--- config.mk ---
export PLATFORM = sky130hd
export DESIGN_NAME = fsp_acc
export DESIGN_NICKNAME = d
export VERILOG_FILES = /design/src/design/fsp_acc.sv
export SDC_FILE = /design/constraint.sdc
export NUM_CORES = 1
export LEC_CHECK = 0
export BUFFER_PORTS_ARGS = -buffer_cell sky130_fd_sc_hd__buf_2
export CORE_UTILIZATION = 51
export DETAILED_ROUTE_END_ITERATION = 8
export GPL_ROUTABILITY_DRIVEN = 0
export PLACE_DENSITY_LB_ADDON = 0.3
export SYNTH_ARGS = -nofsm -noshare
export SYNTH_HDL_FRONTEND = slang
export SYNTH_SLANG_ARGS = --single-unit
--- constraint.sdc ---
create_clock -name vclk -period 4
set_input_delay 0.8 -clock vclk [all_inputs]
set_output_delay 0.8 -clock vclk [all_outputs]
set_load 0.02 [all_outputs]
--- src/design/fsp_acc.sv ---
module fsp_acc #(
    parameter int unsigned ACC_W = 16
) (
    input  logic [ACC_W-1:0] i_acc,
    input  logic             i_restart,
    input  logic [3:0]       i_digit,
    output logic [ACC_W-1:0] o_sum
);
    logic [ACC_W+3:0] base;
    logic [ACC_W+3:0] sum;

    // times ten plus digit, saturating at all ones
    always_comb begin
        base = i_restart ? '0 : (ACC_W+4)'(i_acc);
        sum  = (base << 3) + (base << 1) + (ACC_W+4)'(i_digit);
        if (|sum[ACC_W+3:ACC_W]) begin
            o_sum = '1;
        end else begin
            o_sum = sum[ACC_W-1:0];
        end
    end
endmodule

==> flow_summary.html, run 1 <==
<table>
<tr><th>Metric</th><th>Value</th></tr>
<tr><th colspan="2">Place</th></tr>
<tr><td>Post-placement cell count</td><td>295</td></tr>
<tr><td>Post-DP HPWL</td><td>3.96 mm</td></tr>
<tr><td>Setup WS pre-CTS</td><td>-559 ps</td></tr>
<tr><td>Port Buffers</td><td>37</td></tr>
<tr><th colspan="2">Logic synthesis</th></tr>
<tr><td>Area fraction of the dominant cell type after synthesis</td><td>27.9%</td></tr>
<tr><td>Net count after synthesis</td><td>226</td></tr>
<tr><td>Post-synthesis area per instance</td><td>8.10 sq um</td></tr>
<tr><td>Top cells by area, synth</td><td>ha_1 28%, nor2b_1 9.4%, nand3_2 7.2%</td></tr>
<tr><td>Yosys synthesis warning count</td><td>0</td></tr>
<tr><td>Most used standard cell by instance count after synthesis</td><td>ha_1</td></tr>
<tr><td>Unique cell type count in the Yosys netlist</td><td>49</td></tr>
<tr><td>Portion of the post-synthesis area used by sequential elements</td><td>0%</td></tr>
<tr><td>Instance count of the mapped netlist</td><td>172</td></tr>
<tr><td>Top post-synthesis cells by count</td><td>31 x ha_1, 21 x nor2b_1, 15 x a21oi_1</td></tr>
<tr><td>Syn Std Cell Area</td><td>1390 sq um</td></tr>
<tr><td>Largest area contributor in the netlist</td><td>ha_1</td></tr>
<tr><th colspan="2">CTS</th></tr>
<tr><td>Number of buffers inserted by post-CTS setup repair</td><td>7</td></tr>
<tr><td>Number of resized instances in the post-cts repair step</td><td>70</td></tr>
<tr><td>Number of hold buffers added after cts</td><td>0</td></tr>
<tr><th colspan="2">Run status</th></tr>
<tr><td>Halt point of the flow</td><td>clock tree synthesis</td></tr>
<tr><td>Stop err</td><td>[ERROR DPL-0038] Utilization greater than 100%, impossible to legalize</td></tr>
<tr><td>Outcome</td><td>aborted with a tool error</td></tr>
<tr><th colspan="2">Floorplan</th></tr>
<tr><td>Total number of placement rows</td><td>18</td></tr>
<tr><td>Horizontal extent of the die</td><td>54.3 microns</td></tr>
<tr><td>Count of pins on the block boundary</td><td>37</td></tr>
<tr><td>Initial standard-cell utilization of the core</td><td>55.2%</td></tr>
<tr><td>Vertical die dimension</td><td>54.3 microns</td></tr>
</table>
-- kinds of logic after synthesis --
group	synth area share, %
adders and majority gates	30.7
and+or+nand+nor	30.1
AOI/OAI and AO/OA	27.1
buffers and inverters	3.95
xor gates and xnor gates	8.09
-- per-stage QoR --
stage / setup TNS, ps / utilization (%) / instance area [sq um]
2_1_floorplan: -1130 / - / 1540
3_3_place_gp: -7100 / 86.8 / 2190
3_5_place_dp: -8210 / 86.8 / 2190
==> inputs of run 2 (changes only) <==
--- a/config.mk
+++ b/config.mk
@@ -6,10 +6,11 @@
 export NUM_CORES = 1
 export LEC_CHECK = 0
 export BUFFER_PORTS_ARGS = -buffer_cell sky130_fd_sc_hd__buf_2
-export CORE_UTILIZATION = 51
+export CORE_AREA = 2 2 63 65
 export DETAILED_ROUTE_END_ITERATION = 8
+export DIE_AREA = 0 0 65 67
 export GPL_ROUTABILITY_DRIVEN = 0
-export PLACE_DENSITY_LB_ADDON = 0.3
+export PLACE_DENSITY_LB_ADDON = 0.15
 export SYNTH_ARGS = -nofsm -noshare
 export SYNTH_HDL_FRONTEND = slang
 export SYNTH_SLANG_ARGS = --single-unit
==> constraint.sdc (replaced) <==
create_clock -name vclk -period 5.2
set_input_delay 1.04 -clock vclk [all_inputs]
set_output_delay 1.04 -clock vclk [all_outputs]
set_load 0.02 [all_outputs]
==> flow_summary.html, run 2 <==
<table>
<tr><th>Metric</th><th>Value</th></tr>
<tr><th colspan="2">STA</th></tr>
<tr><td>Share of the clock period used by the worst path after layout</td><td>95.6%</td></tr>
<tr><td>Peak Freq</td><td>0.201 GHz</td></tr>
<tr><td>Tightest hold margin</td><td>2390 ps</td></tr>
<tr><td>Slew at the pin with the worst max-slew slack</td><td>521 ps</td></tr>
<tr><td>Final worst path period need</td><td>4970 ps</td></tr>
<tr><td>Final count of negative-setup-slack endpoints</td><td>0</td></tr>
<tr><td>Remaining max-slew budget at the tightest pin</td><td>64.9%</td></tr>
<tr><td>Count of endpoints failing hold in the final timing report</td><td>0</td></tr>
<tr><td>Number of pins with negative max-slew slack in the final report</td><td>0</td></tr>
<tr><td>Unrepaired setup endpoints after global routing</td><td>no</td></tr>
<tr><th colspan="2">Setup path</th></tr>
<tr><td>Required arrival time at the worst endpoint</td><td>4160 ps</td></tr>
<tr><td>Kind of critical path</td><td>in2out</td></tr>
<tr><td>Startpoint Class</td><td>input port</td></tr>
<tr><td>Crit path max fanout</td><td>13</td></tr>
<tr><td>Crit path arrival time</td><td>3930 ps</td></tr>
<tr><td>CP Capture Type</td><td>output port</td></tr>
<tr><th colspan="2">Layout</th></tr>
<tr><td>Count of inserted antenna diode cells</td><td>0</td></tr>
<tr><td>Final cell utilization of the core</td><td>49.2%</td></tr>
<tr><td>Leading cell types in the layout, fill and taps excluded</td><td>37 x buf_2, 31 x ha_1, 20 x nor2b_1, 20 x buf_4, 14 x a21oi_1</td></tr>
<tr><td>Most common library cell in the layout ignoring fill and taps</td><td>buf_2</td></tr>
<tr><td>Reg area</td><td>0 sq um</td></tr>
<tr><td>Final cell count without fillers</td><td>271</td></tr>
<tr><td>Area added between synthesis and finish</td><td>27.3%</td></tr>
<tr><td>Layout cells sized above 1</td><td>35.9%</td></tr>
<tr><td>Layout clock buffers</td><td>0</td></tr>
<tr><td>Final nets</td><td>279</td></tr>
<tr><td>Num sequential</td><td>0</td></tr>
<tr><th colspan="2">Floorplan</th></tr>
<tr><td>Horizontal extent of the die</td><td>65 microns (+20%)</td></tr>
<tr><td>Initial standard-cell utilization of the core</td><td>38.6% (-17 points)</td></tr>
<tr><td>Total number of placement rows</td><td>22 (+4)</td></tr>
<tr><td>Core outline area</td><td>3610 sq um</td></tr>
<tr><td>Count of pins on the block boundary</td><td>37 (unchanged)</td></tr>
<tr><td>Die ar.</td><td>4360 sq um</td></tr>
<tr><td>Vertical die dimension</td><td>67 microns (+23%)</td></tr>
<tr><th colspan="2">Route</th></tr>
<tr><td>Total via count in the routed design</td><td>1453</td></tr>
<tr><td>DRC violation count after routing</td><td>0</td></tr>
<tr><td>First drt pass iteration count</td><td>4</td></tr>
<tr><td>Per-cell routed wire length</td><td>13.2 microns</td></tr>
<tr><td>Ratio of routed vias to standard cells</td><td>5.36</td></tr>
<tr><td>Drt total wl</td><td>3.58 mm</td></tr>
<tr><td>Number of nets with antenna violations after routing</td><td>0</td></tr>
<tr><td>Violation count after the first detailed-routing iteration</td><td>61</td></tr>
<tr><th colspan="2">Logic synthesis</th></tr>
<tr><td>Portion of the post-synthesis area used by sequential elements</td><td>0% (unchanged)</td></tr>
<tr><td>Syn Std Cell Area</td><td>1390 sq um (unchanged)</td></tr>
<tr><td>Largest area contributor in the netlist</td><td>ha_1</td></tr>
<tr><td>Top post-synthesis cells by count</td><td>31 x ha_1, 21 x nor2b_1, 15 x a21oi_1</td></tr>
<tr><td>Top cells by area, synth</td><td>ha_1 28%, nor2b_1 9.4%, nand3_2 7.2%</td></tr>
<tr><td>Net count after synthesis</td><td>226 (unchanged)</td></tr>
<tr><td>Yosys synthesis warning count</td><td>0 (unchanged)</td></tr>
<tr><td>Most used standard cell by instance count after synthesis</td><td>ha_1</td></tr>
<tr><td>Area fraction of the dominant cell type after synthesis</td><td>27.9% (unchanged)</td></tr>
<tr><td>Instance count of the mapped netlist</td><td>172 (unchanged)</td></tr>
<tr><td>Post-synthesis area per instance</td><td>8.10 sq um (unchanged)</td></tr>
<tr><td>Unique cell type count in the Yosys netlist</td><td>49 (unchanged)</td></tr>
<tr><th colspan="2">Place</th></tr>
<tr><td>Post-DP HPWL</td><td>2.96 mm (-25%)</td></tr>
<tr><td>Post-placement cell count</td><td>265 (-10%)</td></tr>
<tr><td>Port Buffers</td><td>37 (unchanged)</td></tr>
<tr><th colspan="2">Pwr</th></tr>
<tr><td>Leakage power of the design</td><td>0.898 nW</td></tr>
<tr><td>Clk pwr share</td><td>0%</td></tr>
<tr><td>Switching power as a share of total power</td><td>56.9%</td></tr>
<tr><td>Post-layout total power</td><td>0.218 mW</td></tr>
<tr><td>NetSw</td><td>0.124 mW</td></tr>
<tr><td>Power share of the sequential group</td><td>0%</td></tr>
<tr><td>P_int</td><td>0.0937 mW</td></tr>
<tr><td>Total power density per cell area</td><td>123 nW/um^2</td></tr>
<tr><td>VDD IR max</td><td>0.0548 mV</td></tr>
<tr><td>Logic pwr share</td><td>100.0%</td></tr>
<tr><th colspan="2">Worst hold path</th></tr>
<tr><td>Classification of the worst-slack hold path</td><td>in2out</td></tr>
<tr><th colspan="2">Global routing</th></tr>
<tr><td>Via count of the first global-routing pass</td><td>1394</td></tr>
<tr><td>Largest net degree at the start of global routing</td><td>17</td></tr>
<tr><td>Overall routing resource usage</td><td>17.5%</td></tr>
<tr><td>GRT Residual Overflow</td><td>0</td></tr>
<tr><td>Global-route wire length before repair</td><td>6.19 mm</td></tr>
<tr><td>Antenna violations before repair</td><td>0</td></tr>
<tr><th colspan="2">Flow run</th></tr>
<tr><td>Max_cap viols</td><td>0</td></tr>
<tr><th colspan="2">CTS</th></tr>
<tr><td>Number of hold buffers added after cts</td><td>0 (unchanged)</td></tr>
<tr><th colspan="2">Run status</th></tr>
<tr><td>Outcome</td><td>finished, final reports clean</td></tr>
</table>
==> run 2: cell counts after synthesis <==
Identical to the previous run, type by type.
==> run 2: logic make-up (layout without fill, tap and decap cells) <==
group / Yosys count / in the layout / share of synthesized area [%]
AOI/OAI and AO/OA: 54 / 54 / 27.1
adders and majority gates: 33 / 33 / 30.7
xor gates and xnor gates: 12 / 12 / 8.09
and+or+nand+nor: 64 / 64 / 30.1
buffers and inverters: 9 / 60 / 3.95
==> run 2: final timing paths <==
kind	from	cells past startpoint	endpoint	slack (ps)
max	i_restart	13	o_sum[12]	230
min	i_digit[0]	3	o_sum[0]	2390
==> run 2: worst max-delay path, cell delays in order <==
cell	delay, ps
buf_2	180
buf_4	170
nor2b_1	170
ha_1	270
ha_1	360
a21o_1	210
a31oi_1	200
a21boi_2	90
or4_4	510
a211oi_4	270
buf_4	220
nand3_2	90
buf_2	160
==> run 2: final cells by class <==
cell class / instances / area (sq um)
fill: 380 / 1830
multi-input combinational: 163 / 1370
timing repair buffer: 57 / 335
tap: 48 / 60.1
inverter: 3 / 11.3
==> run 2: power groups by stage <==
stage	Combinational [mW]	Clock [mW]	Sequential (mW)
after floorplan	0.150	0	0
after global placement	0.205	0	0
after detailed placement	0.208	0	0
after CTS	0.215	0	0
after global routing	0.241	0	0
final	0.218	0	0
==> run 2: metal layers <==
| metal | global-route usage, % | vias to the layer above | wire, microns |
|---|---|---|---|
| met5 | 0 | - | 0 |
| met4 | 0 | 0 | 0 |
| met3 | 0.676 | 0 | 87 |
| met2 | 32.3 | 29 | 1710 |
| met1 | 23.8 | 670 | 1790 |
| li1 | - | 754 | - |
==> run 2: stage by stage <==
stage	worst slack, ps	instance area, sq um	setup TNS [ps]
floorplan	381	1390	0
global placement	-121	1700	-1010
detailed placement	-376	1700	-4320
CTS	50.6	1730	0
global route	5.66	1770	0
finish	230	1770	0
==> run 2: timing repair <==
action                     CTS  global route
hold endpoints to repair     0             0
buffers inserted             2             4
resized for setup            1             4
setup endpoints to repair   16            16
pin swaps                    1             1
Power figures use the tool's default switching activity.
==> inputs of run 3 (changes only) <==
--- a/config.mk
+++ b/config.mk
@@ -6,11 +6,12 @@
 export NUM_CORES = 1
 export LEC_CHECK = 0
 export BUFFER_PORTS_ARGS = -buffer_cell sky130_fd_sc_hd__buf_2
-export CORE_AREA = 2 2 63 65
+export CORE_AREA = 4 4 65 67
 export DETAILED_ROUTE_END_ITERATION = 8
-export DIE_AREA = 0 0 65 67
+export DIE_AREA = 0 0 69 71
 export GPL_ROUTABILITY_DRIVEN = 0
-export PLACE_DENSITY_LB_ADDON = 0.15
+export PLACE_DENSITY = 0.65
 export SYNTH_ARGS = -nofsm -noshare
 export SYNTH_HDL_FRONTEND = slang
 export SYNTH_SLANG_ARGS = --single-unit
+export TNS_END_PERCENT = 5
==> flow_summary.html, run 3 (same netlist as run 2, synthesis figures left out) <==
<table>
<tr><th>Metric</th><th>Value</th></tr>
<tr><th colspan="2">Run status</th></tr>
<tr><td>Outcome</td><td>finished, final reports clean</td></tr>
<tr><th colspan="2">Place</th></tr>
<tr><td>Port Buffers</td><td>37 (unchanged)</td></tr>
<tr><td>Post-placement cell count</td><td>259 (-2.3%)</td></tr>
<tr><td>Post-DP HPWL</td><td>2.81 mm (-5.1%)</td></tr>
<tr><td>Placed inst area</td><td>1650 sq um (-2.7%)</td></tr>
<tr><td>Setup WS pre-CTS</td><td>52.5 ps (+428 ps)</td></tr>
<tr><th colspan="2">Layout</th></tr>
<tr><td>Num sequential</td><td>0 (unchanged)</td></tr>
<tr><td>Final nets</td><td>267 (-4.3%)</td></tr>
<tr><td>Most common library cell in the layout ignoring fill and taps</td><td>buf_2</td></tr>
<tr><td>Layout cells sized above 1</td><td>32.7% (-3.2 points)</td></tr>
<tr><td>Final cell area excluding filler cells</td><td>1680 sq um (-5.2%)</td></tr>
<tr><td>Layout clock buffers</td><td>0 (unchanged)</td></tr>
<tr><td>Reg area</td><td>0 sq um (unchanged)</td></tr>
<tr><td>Final cell count without fillers</td><td>259 (-4.4%)</td></tr>
<tr><td>Area added between synthesis and finish</td><td>20.8%</td></tr>
<tr><td>Number of fill cells in the layout</td><td>395 (+3.9%)</td></tr>
<tr><td>Leading cell types in the layout, fill and taps excluded</td><td>36 x buf_2, 31 x ha_1, 17 x nor2b_1</td></tr>
<tr><td>Count of inserted antenna diode cells</td><td>0 (unchanged)</td></tr>
<tr><th colspan="2">Pwr</th></tr>
<tr><td>Post-layout total power</td><td>0.204 mW (-6.3%)</td></tr>
<tr><td>Leakage power of the design</td><td>0.842 nW (-6.2%)</td></tr>
<tr><td>VDD IR max</td><td>0.0653 mV (+19%)</td></tr>
<tr><td>Total power density per cell area</td><td>121 nW/um^2 (-1.2%)</td></tr>
<tr><th colspan="2">Floorplan</th></tr>
<tr><td>Count of pins on the block boundary</td><td>37 (unchanged)</td></tr>
<tr><td>Die ar.</td><td>4900 sq um (+12%)</td></tr>
<tr><td>Horizontal extent of the die</td><td>69 microns (+6.2%)</td></tr>
<tr><td>Initial standard-cell utilization of the core</td><td>38.3% (-0.29 points)</td></tr>
<tr><td>Vertical die dimension</td><td>71 microns (+6.0%)</td></tr>
<tr><td>Total number of placement rows</td><td>22 (unchanged)</td></tr>
<tr><td>Core outline area</td><td>3630 sq um (+0.76%)</td></tr>
<tr><th colspan="2">STA</th></tr>
<tr><td>Peak Freq</td><td>0.200 GHz (-0.70%)</td></tr>
<tr><td>Remaining max-slew budget at the tightest pin</td><td>67.9% (+3.0 points)</td></tr>
<tr><td>Final count of negative-setup-slack endpoints</td><td>0 (unchanged)</td></tr>
<tr><td>Number of pins with negative max-slew slack in the final report</td><td>0 (unchanged)</td></tr>
<tr><td>Count of endpoints failing hold in the final timing report</td><td>0 (unchanged)</td></tr>
<tr><td>Final worst path period need</td><td>5000 ps (+34.9 ps)</td></tr>
<tr><td>Setup slack after layout</td><td>196 ps (-34.9 ps)</td></tr>
<tr><td>Slew at the pin with the worst max-slew slack</td><td>476 ps (-45.0 ps)</td></tr>
<tr><td>Share of the clock period used by the worst path after layout</td><td>96.2% (+0.67 points)</td></tr>
<tr><th colspan="2">Global routing</th></tr>
<tr><td>GR met1 Demand/Resource</td><td>18.5% (-5.3 points)</td></tr>
<tr><td>Largest net degree at the start of global routing</td><td>17 (unchanged)</td></tr>
<tr><td>Via count of the first global-routing pass</td><td>1392 (-0.14%)</td></tr>
<tr><td>Antenna violations before repair</td><td>0 (unchanged)</td></tr>
<tr><td>Met3 layer usage reported by global route</td><td>0.426% (-0.25 points)</td></tr>
<tr><td>Met2 layer usage reported by global route</td><td>24.6% (-7.8 points)</td></tr>
<tr><td>Overall routing resource usage</td><td>13.5% (-3.9 points)</td></tr>
<tr><td>Global-route wire length before repair</td><td>5.96 mm (-3.7%)</td></tr>
<tr><td>GRT Residual Overflow</td><td>0 (unchanged)</td></tr>
<tr><td>Layer carrying the most global-route usage</td><td>met2</td></tr>
<tr><th colspan="2">Worst hold path</th></tr>
<tr><td>Worst Hold Path EP</td><td>o_sum[0]</td></tr>
<tr><td>Hold wc startpoint</td><td>i_digit[0]</td></tr>
<tr><td>Classification of the worst-slack hold path</td><td>in2out</td></tr>
<tr><td>Depth of the worst hold-timing path</td><td>3 (unchanged)</td></tr>
<tr><th colspan="2">Route</th></tr>
<tr><td>Violation count after the first detailed-routing iteration</td><td>28 (-54%)</td></tr>
<tr><td>First drt pass iteration count</td><td>4 (unchanged)</td></tr>
<tr><td>Total via count in the routed design</td><td>1398 (-3.8%)</td></tr>
<tr><td>DRC violation count after routing</td><td>0 (unchanged)</td></tr>
<tr><td>Drt total wl</td><td>3.27 mm (-8.6%)</td></tr>
<tr><td>Number of nets with antenna violations after routing</td><td>0 (unchanged)</td></tr>
<tr><td>Ratio of routed vias to standard cells</td><td>5.40 (+0.67%)</td></tr>
<tr><td>Per-cell routed wire length</td><td>12.6 microns (-4.4%)</td></tr>
<tr><th colspan="2">Setup path</th></tr>
<tr><td>Biggest cell delay along the critical path</td><td>460 ps (-50 ps)</td></tr>
<tr><td>Crit path max fanout</td><td>16 (+3)</td></tr>
<tr><td>CP Capture Type</td><td>output port</td></tr>
<tr><td>Cell type of the slowest stage on the worst timing path</td><td>fa_1</td></tr>
<tr><td>Required arrival time at the worst endpoint</td><td>4160 ps (about the same)</td></tr>
<tr><td>Kind of critical path</td><td>in2out</td></tr>
<tr><td>Crit path arrival time</td><td>3960 ps (+30 ps)</td></tr>
<tr><td>Crit path cell chain</td><td>clkbuf_4 -&gt; nor2b_2 -&gt; fa_1 -&gt; ha_1 -&gt; a21oi_1 -&gt; nor2_2 -&gt; o2111a_1 -&gt; or4_4 -&gt; a211oi_4 -&gt; buf_4 -&gt; nand3_2 -&gt; buf_2</td></tr>
<tr><td>Startpoint Class</td><td>input port</td></tr>
<tr><th colspan="2">Flow run</th></tr>
<tr><td>Max_cap viols</td><td>0 (unchanged)</td></tr>
<tr><th colspan="2">CTS</th></tr>
<tr><td>Number of buffers inserted by post-CTS setup repair</td><td>0 (-2)</td></tr>
<tr><td>Number of hold buffers added after cts</td><td>0 (unchanged)</td></tr>
</table>
==> run 3: worst max-delay path by stage <==
stage / from / cells after the start / slack (ps) / end
global route: i_restart / 12 / -5 / o_sum[7]
CTS: i_restart / 13 / 30 / o_sum[8]
detailed placement: i_restart / 13 / 50 / o_sum[8]
finish: i_restart / 12 / 200 / o_sum[8]
floorplan: i_restart / 11 / 380 / o_sum[10]
global placement: i_restart / 13 / 60 / o_sum[9]
==> run 3: stage by stage <==
step	utilization (%)	hold WS (ps)	TNS [ps]
after floorplan	-	2270	0
after global placement	45.5	2380	0
after detailed placement	45.5	2390	0
after CTS	45.5	2390	0
after global routing	46.3	2410	-6.76
final	46.3	2380	0
==> run 3: layout make-up <==
type	count	area, sq um	area share [%]
inverter	3	11.3	0.670
multi-input combinational	163	1360	81.0
tap	48	60.1	3.57
timing repair buffer	45	248	14.7
==> run 3: what timing repair did <==
action                                  in CTS  in global routing
endpoints found under the hold margin        0                  0
resized for setup                            0                  7
endpoints found under the setup margin       0                 16
==> run 3: worst max-delay path: cells and delay by family <==
family,cells,cell delay [ps]
simple gates,4,800
compound gates,3,770
fa+ha+maj,2,760
buf+inv,3,590
==> run 3: routing by layer <==
layer	share of wire (%)	wire (microns)
met5	0	0
met4	0	0
met3	2.7	89
met2	48	1570
met1	49	1610
==> run 3: report_power, final <==
group / internal, mW / switching, mW / leakage, nW
Clock: 0 / 0 / 0
Sequential: 0 / 0 / 0
Combinational: 0.0856 / 0.118 / 0.842
Total: 0.0856 / 0.118 / 0.842
==> inputs of run 4 (changes only) <==
--- a/config.mk
+++ b/config.mk
@@ -10,7 +10,7 @@
 export DETAILED_ROUTE_END_ITERATION = 8
 export DIE_AREA = 0 0 69 71
 export GPL_ROUTABILITY_DRIVEN = 0
-export PLACE_DENSITY = 0.65
+export PLACE_DENSITY = 0.67
 export SYNTH_ARGS = -nofsm -noshare
 export SYNTH_HDL_FRONTEND = slang
 export SYNTH_SLANG_ARGS = --single-unit
==> constraint.sdc (replaced) <==
create_clock -name vclk -period 4.17
set_input_delay 0.834 -clock vclk [all_inputs]
set_output_delay 0.834 -clock vclk [all_outputs]
set_load 0.02 [all_outputs]
==> flow_summary.html, run 4 (same netlist as run 2, synthesis figures left out) <==
<table>
<tr><th>Metric</th><th>Value</th></tr>
<tr><th colspan="2">STA</th></tr>
<tr><td>Unrepaired setup endpoints after global routing</td><td>yes</td></tr>
<tr><td>Final count of negative-setup-slack endpoints</td><td>16 (+16)</td></tr>
<tr><td>Slew at the pin with the worst max-slew slack</td><td>509 ps (+33.0 ps)</td></tr>
<tr><td>Sum of negative setup slack</td><td>-2730 ps (-2730 ps)</td></tr>
<tr><td>Peak Freq</td><td>0.229 GHz</td></tr>
<tr><td>Count of endpoints failing hold in the final timing report</td><td>0 (unchanged)</td></tr>
<tr><td>Tightest hold margin</td><td>1980 ps (-404 ps)</td></tr>
<tr><td>Setup slack after layout</td><td>-203 ps (-399 ps)</td></tr>
<tr><td>Share of the clock period used by the worst path after layout</td><td>105%</td></tr>
<tr><td>Number of pins with negative max-slew slack in the final report</td><td>0 (unchanged)</td></tr>
<tr><td>Final worst path period need</td><td>4370 ps</td></tr>
<tr><td>Remaining max-slew budget at the tightest pin</td><td>65.8% (-2.2 points)</td></tr>
<tr><th colspan="2">Route</th></tr>
<tr><td>Total via count in the routed design</td><td>1595 (+14%)</td></tr>
<tr><td>Per-cell routed wire length</td><td>13.8 microns (+9.1%)</td></tr>
<tr><td>Violation count after the first detailed-routing iteration</td><td>54 (+93%)</td></tr>
<tr><td>DRC violation count after routing</td><td>0 (unchanged)</td></tr>
<tr><td>Ratio of routed vias to standard cells</td><td>5.23 (-3.1%)</td></tr>
<tr><td>Drt total wl</td><td>4.20 mm (+28%)</td></tr>
<tr><td>First drt pass iteration count</td><td>4 (unchanged)</td></tr>
<tr><td>Number of nets with antenna violations after routing</td><td>0 (unchanged)</td></tr>
<tr><th colspan="2">Place</th></tr>
<tr><td>Post-DP HPWL</td><td>3.43 mm (+22%)</td></tr>
<tr><td>Port Buffers</td><td>37 (unchanged)</td></tr>
<tr><th colspan="2">Setup path</th></tr>
<tr><td>CP Capture Type</td><td>output port</td></tr>
<tr><td>Timing endpoint of the critical path</td><td>o_sum[12]</td></tr>
<tr><td>Biggest cell delay along the critical path</td><td>570 ps (+110 ps)</td></tr>
<tr><td>Kind of critical path</td><td>in2out</td></tr>
<tr><td>Dominant delay contributor by cell family on the critical path</td><td>adder cells</td></tr>
<tr><td>Crit path buffers/inverters</td><td>5 (+2)</td></tr>
<tr><td>Crit path arrival time</td><td>3540 ps (-420 ps)</td></tr>
<tr><td>Required arrival time at the worst endpoint</td><td>3340 ps (-820 ps)</td></tr>
<tr><td>Crit. Startpoint</td><td>i_acc[0]</td></tr>
<tr><td>Crit path cell chain</td><td>buf_6 -&gt; nor2b_4 -&gt; fa_1 -&gt; inv_1 -&gt; fa_2 -&gt; nor2b_2 -&gt; o31ai_2 -&gt; a211oi_2 -&gt; a211oi_1 -&gt; buf_4 -&gt; a211oi_4 -&gt; buf_12 -&gt; nand3_4 -&gt; buf_2</td></tr>
<tr><td>Cell type of the slowest stage on the worst timing path</td><td>fa_1</td></tr>
<tr><td>Path length in cells of the critical path</td><td>14 (+2)</td></tr>
<tr><td>Startpoint Class</td><td>input port</td></tr>
<tr><td>Crit path max fanout</td><td>8 (-8)</td></tr>
<tr><th colspan="2">Layout</th></tr>
<tr><td>Num sequential</td><td>0 (unchanged)</td></tr>
<tr><td>Final nets</td><td>313 (+17%)</td></tr>
<tr><td>Layout clock buffers</td><td>0 (unchanged)</td></tr>
<tr><td>Reg area</td><td>0 sq um (unchanged)</td></tr>
<tr><td>Leading cell types in the layout, fill and taps excluded</td><td>50 x buf_4, 26 x ha_1, 25 x buf_2</td></tr>
<tr><td>Count of inserted antenna diode cells</td><td>0 (unchanged)</td></tr>
<tr><td>Combined area of the multi-input logic cells</td><td>1540 sq um (+13%)</td></tr>
<tr><td>Final cell utilization of the core</td><td>64.2% (+18 points)</td></tr>
<tr><td>Most common library cell in the layout ignoring fill and taps</td><td>buf_4</td></tr>
<tr><td>Number of fill cells in the layout</td><td>332 (-16%)</td></tr>
<tr><td>Area added between synthesis and finish</td><td>67.4%</td></tr>
<tr><td>Layout cells sized above 1</td><td>51.0% (+18 points)</td></tr>
<tr><th colspan="2">Worst hold path</th></tr>
<tr><td>Classification of the worst-slack hold path</td><td>in2out</td></tr>
<tr><th colspan="2">Global routing</th></tr>
<tr><td>Via count of the first global-routing pass</td><td>1543 (+11%)</td></tr>
<tr><td>Antenna violations before repair</td><td>0 (unchanged)</td></tr>
<tr><td>GRT Residual Overflow</td><td>0 (unchanged)</td></tr>
<tr><td>Largest net degree at the start of global routing</td><td>17 (unchanged)</td></tr>
<tr><td>Global-route wire length before repair</td><td>6.79 mm (+14%)</td></tr>
<tr><td>Overall routing resource usage</td><td>16.0% (+2.4 points)</td></tr>
<tr><th colspan="2">Floorplan</th></tr>
<tr><td>Count of pins on the block boundary</td><td>37 (unchanged)</td></tr>
<tr><td>Die ar.</td><td>4900 sq um (unchanged)</td></tr>
<tr><td>Total number of placement rows</td><td>22 (unchanged)</td></tr>
<tr><td>Core outline area</td><td>3630 sq um (unchanged)</td></tr>
<tr><td>Initial standard-cell utilization of the core</td><td>38.3% (unchanged)</td></tr>
<tr><td>Horizontal extent of the die</td><td>69 microns (unchanged)</td></tr>
<tr><td>Vertical die dimension</td><td>71 microns (unchanged)</td></tr>
<tr><th colspan="2">Pwr</th></tr>
<tr><td>Leakage power of the design</td><td>1.13 nW (+35%)</td></tr>
<tr><td>Total power density per cell area</td><td>160 nW/um^2 (+32%)</td></tr>
<tr><td>VDD IR max</td><td>0.150 mV (+130%)</td></tr>
<tr><th colspan="2">Run status</th></tr>
<tr><td>Violations in the final reports</td><td>negative setup slack</td></tr>
<tr><td>Outcome</td><td>finished, violations left</td></tr>
<tr><th colspan="2">Flow run</th></tr>
<tr><td>Max_cap viols</td><td>0 (unchanged)</td></tr>
<tr><th colspan="2">CTS</th></tr>
<tr><td>Number of hold buffers added after cts</td><td>0 (unchanged)</td></tr>
</table>
## run 4: changes by cell type in the layout (fill, tap and decap cells not counted), sizes merged
cell	previous run	this run
buf	44	91
clkbuf	1	0
## run 4: where the power goes
part	switching, mW	total [mW]	leakage (nW)	internal [mW]
Sequential	0	0	0	0
Clock	0	0	0	0
Combinational	0.188	0.374	1.13	0.185
Total	0.188	0.374	1.13	0.185
## run 4: worst min path at each step
stage	from	cells after the start	slack (ps)	end
after global routing	i_digit[0]	3	2020	o_sum[0]
final	i_digit[0]	3	1980	o_sum[0]
after CTS	i_digit[0]	3	1980	o_sum[0]
after detailed placement	i_digit[0]	3	1980	o_sum[0]
after global placement	i_digit[0]	3	1970	o_sum[0]
after floorplan	i_digit[0]	1	1860	o_sum[0]
## run 4: area by class of cell
type | instances | share of cell area, %
Multi-Input combinational cell | 163 | 66.2
Timing Repair Buffer | 91 | 30.7
Tap cell | 48 | 2.58
Inverter | 3 | 0.483
## run 4: per-stage QoR
step           cell area [sq um]  instances  power [mW]  setup WS, ps
2_1_floorplan               1530        172       0.221         -10.2
3_5_place_dp                2150        303       0.334          -497
4_1_cts                     2230        303       0.355          -264
6_report                    2330        305       0.374          -203
3_3_place_gp                2150        303       0.329          -392
5_1_grt                     2330        305       0.402          -304
## run 4: metal layers
metal,GRT usage (%),wire [microns],share of wire (%),vias up
met5,0,0,0,-
met4,0.651,14,0.33,0
met3,0.426,109,2.6,2
met2,30.0,2090,50,29
met1,21.3,1990,47,738
li1,-,-,-,826
## run 4: timing repair
item	4_1_cts	5_1_grt
buffers inserted	0	2
gates resized for setup	23	20
pin swaps	7	5
setup endpoints to repair	16	16
